==> src/hw/rtl/ptb_pkg.sv <==
package ptb_pkg;

  localparam int NUM_TIMERS = 16;
  localparam int LIST_DEPTH = 32;
  localparam int FRAC_BITS  = 8;

  localparam int OP_W     = 3;
  localparam int ID_W     = 4;
  localparam int IVL_W    = 16;
  localparam int CNT_W    = 17;
  localparam int DELTA_W  = 24;
  localparam int SCALE_W  = 16;

  localparam int TIMER_W  = $clog2(NUM_TIMERS);
  localparam int IDX_W    = $clog2(LIST_DEPTH);
  localparam int LEN_W    = $clog2(LIST_DEPTH + 1);
  localparam int RELOAD_W = IVL_W + FRAC_BITS;
  localparam int WAIT_W   = RELOAD_W + 1;
  localparam int PROD_W   = DELTA_W + SCALE_W;

  localparam logic [SCALE_W-1:0] SCALE_RESET = SCALE_W'(1 << FRAC_BITS);

  typedef enum logic [OP_W-1:0] {
    OP_TICK   = 3'd0,
    OP_INIT   = 3'd1,
    OP_ADD    = 3'd2,
    OP_REMOVE = 3'd3,
    OP_PAUSE  = 3'd4,
    OP_RESUME = 3'd5
  } op_t;

  typedef enum logic [4:0] {
    S_IDLE  = 5'b00001,
    S_EXEC  = 5'b00010,
    S_SCALE = 5'b00100,
    S_WALK  = 5'b01000,
    S_FLUSH = 5'b10000
  } state_t;

  typedef struct packed {
    logic load;
    logic exec;
    logic push_rej;
    logic scale;
    logic step;
    logic finish;
  } cmd_t;

  typedef struct packed {
    logic in_tick;
    logic rej;
    logic walk_done;
    logic fire;
    logic pend_valid;
    logic out_free;
  } sts_t;

endpackage

==> src/hw/rtl/ptb_ctrl.sv <==
module ptb_ctrl (
  input  logic          clk,
  input  logic          rst,
  input  logic          in_valid,
  output logic          in_ready,
  input  ptb_pkg::sts_t sts,
  output ptb_pkg::cmd_t cmd
);
  import ptb_pkg::*;

  state_t state, state_next;

  always_ff @(posedge clk) begin
    if (rst) begin
      state <= S_IDLE;
    end else begin
      state <= state_next;
    end
  end

  always_comb begin
    cmd        = '0;
    in_ready   = 1'b0;
    state_next = state;
    unique case (state)
      S_IDLE: begin
        in_ready = 1'b1;
        if (in_valid) begin
          cmd.load   = 1'b1;
          state_next = sts.in_tick ? S_SCALE : S_EXEC;
        end
      end
      S_EXEC: begin
        if (sts.rej) begin
          if (sts.out_free) begin
            cmd.push_rej = 1'b1;
            state_next   = S_IDLE;
          end
        end else begin
          cmd.exec   = 1'b1;
          state_next = S_IDLE;
        end
      end
      S_SCALE: begin
        cmd.scale  = 1'b1;
        state_next = S_WALK;
      end
      S_WALK: begin
        if (sts.walk_done) begin
          state_next = S_FLUSH;
        end else if (!(sts.fire && sts.pend_valid && !sts.out_free)) begin
          cmd.step = 1'b1;
        end
      end
      S_FLUSH: begin
        if (!sts.pend_valid || sts.out_free) begin
          cmd.finish = 1'b1;
          state_next = S_IDLE;
        end
      end
      default: state_next = S_IDLE;
    endcase
  end

endmodule

==> src/hw/rtl/ptb_datapath.sv <==
module ptb_datapath (
  input  logic                                clk,
  input  logic                                rst,
  input  logic                                cfg_valid,
  input  logic [ptb_pkg::SCALE_W-1:0]         cfg_data,
  input  logic [ptb_pkg::OP_W-1:0]            operation,
  input  logic [ptb_pkg::ID_W-1:0]            timer_id,
  input  logic [ptb_pkg::IVL_W-1:0]           interval,
  input  logic signed [ptb_pkg::CNT_W-1:0]    repeat_count,
  input  logic [ptb_pkg::DELTA_W-1:0]         delta,
  output logic                                out_valid,
  input  logic                                out_ready,
  output logic                                event_res,
  output logic [ptb_pkg::ID_W-1:0]            fired_id,
  output logic [ptb_pkg::DELTA_W-1:0]         scaled_delta,
  output logic                                last,
  input  ptb_pkg::cmd_t                       cmd,
  output ptb_pkg::sts_t                       sts
);
  import ptb_pkg::*;

  logic [SCALE_W-1:0]        time_scale;
  op_t                       op_r;
  logic [ID_W-1:0]           id_r;
  logic [IVL_W-1:0]          interval_r;
  logic signed [CNT_W-1:0]   count_r;
  logic [DELTA_W-1:0]        delta_r;
  logic [DELTA_W-1:0]        sdelta;

  logic [ID_W-1:0]           order_ids [LIST_DEPTH];
  logic [LIST_DEPTH-1:0]     order_valid;
  logic [LEN_W-1:0]          list_len;
  logic [RELOAD_W-1:0]       interval_store [NUM_TIMERS];
  logic signed [WAIT_W-1:0]  wait_left [NUM_TIMERS];
  logic signed [CNT_W-1:0]   count_left [NUM_TIMERS];
  logic [IDX_W-1:0]          slot_of [NUM_TIMERS];
  logic [NUM_TIMERS-1:0]     paused;
  logic [NUM_TIMERS-1:0]     attached;
  logic [NUM_TIMERS-1:0]     listed;

  logic [LEN_W-1:0]          widx;
  logic [LEN_W-1:0]          keep;
  logic                      pend_valid;
  logic [ID_W-1:0]           pend_id;

  logic [TIMER_W-1:0]        tid;
  logic                      id_ok;
  logic                      full;
  logic                      rej;
  logic [IDX_W-1:0]          widx_i;
  logic [IDX_W-1:0]          keep_i;
  logic [ID_W-1:0]           ent_id;
  logic [TIMER_W-1:0]        et;
  logic                      ent_ok;
  logic signed [CNT_W-1:0]   cnt;
  logic signed [CNT_W-1:0]   cnt_after;
  logic                      active;
  logic signed [WAIT_W-1:0]  wnew;
  logic                      fire;
  logic                      kept;
  logic                      walk_done;
  logic                      out_free;
  logic [PROD_W-1:0]         prod;
  logic [DELTA_W-1:0]        sdelta_next;

  always_comb begin
    tid       = id_r[TIMER_W-1:0];
    id_ok     = (32'(id_r) < NUM_TIMERS);
    full      = (list_len == LEN_W'(LIST_DEPTH));
    rej       = (op_r == OP_ADD) && id_ok && !attached[tid] && !listed[tid] && full;
    widx_i    = widx[IDX_W-1:0];
    keep_i    = keep[IDX_W-1:0];
    ent_id    = order_ids[widx_i];
    et        = ent_id[TIMER_W-1:0];
    ent_ok    = order_valid[widx_i] && (32'(ent_id) < NUM_TIMERS);
    cnt       = count_left[et];
    active    = ent_ok && !paused[et] && (cnt != '0);
    wnew      = wait_left[et] - $signed(WAIT_W'(sdelta));
    fire      = active && wnew[WAIT_W-1];
    cnt_after = (fire && !cnt[CNT_W-1]) ? cnt - CNT_W'(1) : cnt;
    kept      = ent_ok && (cnt_after != '0);
    walk_done = (widx == list_len);
    out_free  = !out_valid || out_ready;
    prod      = PROD_W'(delta_r) * PROD_W'(time_scale);
    if (prod[PROD_W-1:FRAC_BITS+DELTA_W] != '0) begin
      sdelta_next = '1;
    end else begin
      sdelta_next = prod[FRAC_BITS+DELTA_W-1:FRAC_BITS];
    end
  end

  always_comb begin
    sts            = '0;
    sts.in_tick    = (operation == OP_TICK);
    sts.rej        = rej;
    sts.walk_done  = walk_done;
    sts.fire       = fire;
    sts.pend_valid = pend_valid;
    sts.out_free   = out_free;
  end

  always_ff @(posedge clk) begin
    if (rst) begin
      time_scale  <= SCALE_RESET;
      order_valid <= '0;
      list_len    <= '0;
      paused      <= '0;
      attached    <= '0;
      listed      <= '0;
      widx        <= '0;
      keep        <= '0;
      pend_valid  <= 1'b0;
      out_valid   <= 1'b0;
    end else begin
      if (cfg_valid) begin
        time_scale <= cfg_data;
      end
      if (out_valid && out_ready) begin
        out_valid <= 1'b0;
      end
      if (cmd.push_rej) begin
        out_valid <= 1'b1;
      end
      if (cmd.exec && id_ok) begin
        case (op_r)
          OP_INIT: begin
            paused[tid]   <= 1'b0;
            attached[tid] <= 1'b0;
          end
          OP_ADD: begin
            if (!attached[tid]) begin
              attached[tid] <= 1'b1;
              if (!listed[tid]) begin
                order_valid[list_len[IDX_W-1:0]] <= 1'b1;
                listed[tid] <= 1'b1;
                list_len    <= list_len + LEN_W'(1);
              end
            end
          end
          OP_REMOVE: begin
            attached[tid] <= 1'b0;
            if (listed[tid]) begin
              order_valid[slot_of[tid]] <= 1'b0;
              listed[tid] <= 1'b0;
            end
          end
          OP_PAUSE:  paused[tid] <= 1'b1;
          OP_RESUME: paused[tid] <= 1'b0;
          default: ;
        endcase
      end
      if (cmd.scale) begin
        widx <= '0;
        keep <= '0;
      end
      if (cmd.step) begin
        if (fire) begin
          if (pend_valid) begin
            out_valid <= 1'b1;
          end
          pend_valid <= 1'b1;
        end
        if (!kept || keep != widx) begin
          order_valid[widx_i] <= 1'b0;
        end
        if (kept) begin
          order_valid[keep_i] <= 1'b1;
          keep <= keep + LEN_W'(1);
        end else if (ent_ok) begin
          listed[et] <= 1'b0;
        end
        widx <= widx + LEN_W'(1);
      end
      if (cmd.finish) begin
        list_len <= keep;
        if (pend_valid) begin
          out_valid  <= 1'b1;
          pend_valid <= 1'b0;
        end
      end
    end
  end

  always_ff @(posedge clk) begin
    if (cmd.load) begin
      op_r       <= op_t'(operation);
      id_r       <= timer_id;
      interval_r <= interval;
      count_r    <= repeat_count;
      delta_r    <= delta;
    end
    if (cmd.exec && id_ok) begin
      if (op_r == OP_INIT) begin
        interval_store[tid] <= RELOAD_W'(interval_r) << FRAC_BITS;
        wait_left[tid]      <= $signed({1'b0, RELOAD_W'(interval_r) << FRAC_BITS});
        count_left[tid]     <= count_r;
      end
      if (op_r == OP_ADD && !attached[tid] && !listed[tid]) begin
        order_ids[list_len[IDX_W-1:0]] <= id_r;
        slot_of[tid] <= list_len[IDX_W-1:0];
      end
    end
    if (cmd.scale) begin
      sdelta <= sdelta_next;
    end
    if (cmd.push_rej) begin
      event_res    <= 1'b1;
      fired_id     <= id_r;
      scaled_delta <= '0;
      last         <= 1'b1;
    end
    if (cmd.step) begin
      if (active) begin
        wait_left[et]  <= fire ? $signed({1'b0, interval_store[et]}) : wnew;
        count_left[et] <= cnt_after;
      end
      if (fire) begin
        if (pend_valid) begin
          event_res    <= 1'b0;
          fired_id     <= pend_id;
          scaled_delta <= sdelta;
          last         <= 1'b0;
        end
        pend_id <= ent_id;
      end
      if (kept) begin
        order_ids[keep_i] <= ent_id;
        slot_of[et]       <= keep_i;
      end
    end
    if (cmd.finish && pend_valid) begin
      event_res    <= 1'b0;
      fired_id     <= pend_id;
      scaled_delta <= sdelta;
      last         <= 1'b1;
    end
  end

  a_rej_slot: assert property (@(posedge clk) disable iff (rst)
    cmd.push_rej |-> out_free) else $error("rejection pushed over a held word");
  a_fire_slot: assert property (@(posedge clk) disable iff (rst)
    (cmd.step && fire && pend_valid) |-> out_free) else $error("firing pushed over a held word");
  a_len: assert property (@(posedge clk) disable iff (rst)
    list_len <= LEN_W'(LIST_DEPTH)) else $error("list length beyond depth");
  a_step: assert property (@(posedge clk) disable iff (rst)
    cmd.step |-> !walk_done) else $error("step past list end");
  a_flush: assert property (@(posedge clk) disable iff (rst)
    cmd.finish |=> !pend_valid) else $error("pending firing kept after finish");

endmodule

==> src/hw/rtl/periodic_timer_bank.sv <==
// channel  | handshake            | word
// cfg      | cfg_valid/cfg_ready  | cfg_data (time_scale)
// in       | in_valid/in_ready    | operation, timer_id, interval, repeat_count, delta
// out      | out_valid/out_ready  | event_res, fired_id, scaled_delta, last
//
// Init, add, remove, pause and resume pass through the exec state; a full-list add also waits
// for the output register. A tick passes through the scale, walk and flush states; the walk
// counts down, fires and compacts the list entries in a single pass.
// A held output word stalls the walk when a further firing needs the register, and
// holds the final firing at the end of the tick until the register frees.
// Synchronous reset: empty list, all flags clear, time_scale = 1.0.
module periodic_timer_bank (
  input  logic                                clk,
  input  logic                                rst,
  input  logic                                cfg_valid,
  output logic                                cfg_ready,
  input  logic [ptb_pkg::SCALE_W-1:0]         cfg_data,
  input  logic                                in_valid,
  output logic                                in_ready,
  input  logic [ptb_pkg::OP_W-1:0]            operation,
  input  logic [ptb_pkg::ID_W-1:0]            timer_id,
  input  logic [ptb_pkg::IVL_W-1:0]           interval,
  input  logic signed [ptb_pkg::CNT_W-1:0]    repeat_count,
  input  logic [ptb_pkg::DELTA_W-1:0]         delta,
  output logic                                out_valid,
  input  logic                                out_ready,
  output logic                                event_res,
  output logic [ptb_pkg::ID_W-1:0]            fired_id,
  output logic [ptb_pkg::DELTA_W-1:0]         scaled_delta,
  output logic                                last
);
  import ptb_pkg::*;

  cmd_t cmd;
  sts_t sts;

  assign cfg_ready = 1'b1;

  ptb_ctrl u_ctrl (
    .clk      (clk),
    .rst      (rst),
    .in_valid (in_valid),
    .in_ready (in_ready),
    .sts      (sts),
    .cmd      (cmd)
  );

  ptb_datapath u_dp (
    .clk          (clk),
    .rst          (rst),
    .cfg_valid    (cfg_valid),
    .cfg_data     (cfg_data),
    .operation    (operation),
    .timer_id     (timer_id),
    .interval     (interval),
    .repeat_count (repeat_count),
    .delta        (delta),
    .out_valid    (out_valid),
    .out_ready    (out_ready),
    .event_res    (event_res),
    .fired_id     (fired_id),
    .scaled_delta (scaled_delta),
    .last         (last),
    .cmd          (cmd),
    .sts          (sts)
  );

endmodule

==> config.mk <==
export PLATFORM = sky130hd
export DESIGN_NAME = periodic_timer_bank
export DESIGN_NICKNAME = d
export VERILOG_FILES = /design/src/hw/rtl/ptb_pkg.sv /design/src/hw/rtl/ptb_ctrl.sv /design/src/hw/rtl/ptb_datapath.sv /design/src/hw/rtl/periodic_timer_bank.sv
export SDC_FILE = /design/constraint.sdc
export NUM_CORES = 2
export LEC_CHECK = 0
export BUFFER_PORTS_ARGS = -buffer_cell sky130_fd_sc_hd__buf_2
export CORE_MARGIN = 1
export CORE_UTILIZATION = 58
export CTS_CLUSTER_DIAMETER = 80
export DETAILED_ROUTE_END_ITERATION = 16
export PLACE_DENSITY = 0.76
export SLEW_MARGIN = 20
export SYNTH_ARGS = -nofsm -noshare
export SYNTH_HDL_FRONTEND = slang
export SYNTH_HIERARCHICAL = 1
export SYNTH_SLANG_ARGS = --single-unit
export TNS_END_PERCENT = 5
==> constraint.sdc <==
create_clock -name clk -period 10.35 [get_ports clk]
set_input_delay 0.5175 -clock clk [delete_from_list [all_inputs] [get_ports clk]]
set_output_delay 0.5175 -clock clk [all_outputs]
set_load 0.02 [all_outputs]
==> impl_metrics.json <==
{
  "syn_to_final_growth_pct": 10.61,
  "max_freq_mhz": 97.88,
  "grt_usage": 0.3478,
  "nets": 7869,
  "ys_warn_count": 6,
  "path_common_cell": "buf_4",
  "synth-seq-area-share": 0.5078,
  "synth.distinct_cells": 101,
  "pre_cts_ws_ps": 339.6,
  "start_kind": "flip-flop",
  "rr_worst_depth": 28,
  "clock-sinks": 1388,
  "slowest_stage": "a22oi_2",
  "synth.largest_area_cell": "edfxtp_1",
  "report.final.hold_viol_count": 0,
  "p_leak_nw": 33.05,
  "synth_flop_cell": "edfxtp_1",
  "syn-cell-area_um2": 78930,
  "fin_util": 0.6501,
  "finClkSkew_ps": 26.85,
  "cpPeakStageDelay_ps": 770,
  "power_mw": 14.21,
  "portBuffers": 116,
  "ys_seq_elements": 1388,
  "die_h_um": 370.9,
  "cts_inserted_buffers": 152,
  "reg2reg_setup_slack_ps": 130,
  "timing.critical_path.arrival_ps": 10650,
  "required_ps": 10780,
  "cap_violations": 0,
  "period_minus_slack_ps": 10220,
  "drtAntennaViolNets": 0,
  "timing.rr.end": "u_dp/order_ids[10][1]$_DFFE_PP_",
  "core_area_um2": 134300,
  "drt-pass1-iter-count": 8,
  "hp-start": "cfg_data[8]",
  "gp_congestion": 0.9886,
  "place_inst": 8861,
  "layout.cells.non_filler": 9233,
  "multiInputGateArea_um2": 35320,
  "vias": 60090,
  "die-area_um2": 137600,
  "synthCells": 7431,
  "io_pins": 118,
  "avgSynthCellArea_um2": 10.62,
  "clk_path_buf_depth": 3,
  "crit_family": "compound AO/OA/AOI/OAI gates",
  "worst_setup_path_end_kind": "flip-flop",
  "grt_max_degree": 112,
  "gr-total-overflow": 0,
  "outcome": "finished, final reports clean",
  "synth.area.top_cells": "edfxtp_1 47%, fa_1 7.8%, nand2_1 7.1%",
  "h-tree-depth": 4,
  "cts.clk_slew.worst_paths_ps": 60,
  "via_per_inst": 6.509,
  "routed_wl_um": 241000,
  "grt_pass1_vias": 58530,
  "synth_top_area_share": 0.4672,
  "worstHoldEndpoint": "u_dp/time_scale[8]$_SDFFE_PP1P_",
  "post_cts.repair.setup_buffers": 0,
  "fp.dieW_um": 370.9,
  "postSynth.asyncResetShare": 0,
  "peakVddDrop_v": 0.0001506,
  "grt_pass1_wl_um": 359600,
  "synth_edf_count": 1228,
  "antenna_found_initial": 4,
  "setup_viol": 0,
  "critical_path_class": "flip-flop to flip-flop",
  "min_path_cells": 3,
  "cp_max_fo": 27,
  "setup-tns-final_ps": 0,
  "drc": 0,
  "final.fill_count": 10010,
  "start_util": 0.5877,
  "worst_slew_pin_slew_ps": 1300,
  "wl_per_cell_um": 26.10,
  "cts_tree": "done",
  "final_layout_size_suffix_gt1_frac": 0.1152,
  "slew_violations": 0,
  "row_count": 134,
  "final-seq-area_um2": 40080,
  "insertion_delay_ps": 800,
  "timing.final.ws_setup_ps": 133.1,
  "power_density_nw_per_um2": 162.8,
  "root_buffer": "clkbuf_16",
  "initialDrtViolationCount": 7988,
  "slew_headroom": 0.1268,
  "worstPathBufferInverterCount": 4,
  "hold_class": "input pin to flip-flop",
  "dp_hpwl_um": 150200,
  "fin_crit_sh": 0.9871
}
==> sequential cells by signal (all words and copies together) (netlist names), 3 cells and up, named ones only <==
name and flops:
u_dp/keep 6, u_dp/pend_id 4, u_dp/time_scale 16, u_dp/sdelta 24, u_dp/op_r 3, u_dp/interval_store 256
u_dp/order_valid 32, u_dp/listed 16, u_dp/id_r 4, u_dp/delta_r 24, u_dp/count_r 17, u_dp/wait_left 400
u_dp/scaled_delta 24, u_dp/order_ids 128, u_dp/fired_id 4, u_dp/count_left 272, u_dp/widx 6, u_dp/list_len 6
u_dp/interval_r 16, u_dp/slot_of 80, u_ctrl/state 5
==> per-stage QoR <==
step / hold WS [ps] / area [µm²]
5_1_grt: 40.96 / 87290
3_3_place_gp: 421.2 / 81200
2_1_floorplan: 417.8 / 79000
4_1_cts: 16.13 / 87080
6_report: 67.80 / 87310
3_5_place_dp: 443.4 / 81350
==> power by group <==
group          total [mW]  switching (mW)  leakage (nW)  internal, mW
Sequential           6.27           0.115          12.3          6.15
Clock                5.44            2.29          2.44          3.15
Combinational        2.51            1.45          18.3          1.06
==> cells in the mapped netlist (8+ instances only) <==
cell         n
buf_1       53
nand2_1   1493
o22ai_1     14
inv_1      382
and2_1     349
a21oi_1    172
o21ai_0    628
xor2_1      25
clkbuf_1   543
nand3b_1    13
mux4_2      63
mux2_2     103
nor2b_1     31
mux2i_1    194
buf_6       22
or2_2       12
mux2_1      73
and2_0       9
a211oi_1   237
buf_4       14
xnor2_1     37
nor3b_1     11
a32oi_1      9
ha_1       147
o31ai_1     14
buf_2       20
nand3_1     96
nand4_1     19
nor2_1     347
a31oi_1    134
nand3_2     37
or3_1       12
a21o_1       9
and3_1      30
a22oi_1     11
fa_1       306
nor3_1      53
edfxtp_1  1228
nand2_2      8
o21a_1      16
nand2b_1    42
dfxtp_1    160
a311oi_1   128
==> layout make-up <==
class,count,area share
Timing Repair Buffer,383,0.03686
Tap cell,1768,0.02534
Clock buffer,205,0.04834
Clock inverter,77,0.008527
Antenna cell,6,0.0001720
Sequential cell,1388,0.4591
Inverter,389,0.01703
Multi-Input combinational cell,5017,0.4046
==> per-layer routing <==
layer | part of all wire | track usage | up-vias
met5 | 0.000083 | 0 | -
met4 | 0.056 | 0.1721 | 4
met3 | 0.12 | 0.07385 | 836
met2 | 0.46 | 0.5443 | 4138
met1 | 0.37 | 0.4614 | 29240
li1 | - | - | 25870
==> worst max-delay path by stage <==
stage | end | slack (ps) | cells after the start
final | u_dp/order_ids[10][1]$_DFFE_PP_ | 130 | 28
after global routing | u_dp/order_ids[10][1]$_DFFE_PP_ | -90 | 30
after CTS | u_dp/order_ids[10][1]$_DFFE_PP_ | 310 | 30
after detailed placement | u_dp/order_ids[10][1]$_DFFE_PP_ | 340 | 30
after global placement | u_dp/order_valid[8]$_SDFF_PP0_ | 490 | 31
after floorplan | u_dp/count_left[15][0]$_DFFE_PP_ | -740 | 47
==> cell usage in the layout (no fill, tap or decap), types with 14 or more instances in the layout <==
cell type,n
a211oi_1,236
a21oi_1,169
a311oi_1,128
a31oi_1,133
and2_1,349
and3_1,28
buf_12,25
buf_2,115
buf_4,156
clkbuf_1,36
clkbuf_16,157
clkinv_1,23
clkinv_2,24
conb_1,17
dfxtp_1,157
dlygate4sd3_1,77
edfxtp_1,1228
fa_1,306
ha_1,147
inv_1,382
mux2_1,73
mux2_2,103
mux2i_1,194
mux4_2,63
nand2_1,1486
nand2b_1,42
nand3_1,85
nand3_2,39
nand4_1,19
nor2_1,325
nor2b_1,31
nor3_1,50
o21a_1,15
o21ai_0,612
o21ai_4,16
o22ai_1,14
xnor2_1,36
xor2_1,25
==> kinds of logic after synthesis <==
kind of cell | after synthesis | synth area share
compound gates | 1451 | 0.1142
xor+xnor | 63 | 0.007086
fa+ha+maj | 453 | 0.1009
buf+inv | 1042 | 0.05280
flops | 1388 | 0.5078
mux | 434 | 0.06788
other cells | 2 | 0.00009515
simple gates | 2598 | 0.1493
==> tightest hold or removal path, delay by kind of cell <==
family / cells / cell delay, ps
muxes: 1 / 130
buffers and inverters: 1 / 80
and+or+nand+nor: 1 / 90
==> what timing repair did <==
| item | CTS | global route |
|---|---|---|
| hold buffers | 77 | 0 |
| gates resized for setup | 0 | 9 |
| hold endpoints to repair | 81 | 0 |
| endpoints found under the setup margin | 0 | 362 |
Note: power is estimated with default switching activity, not from simulation.
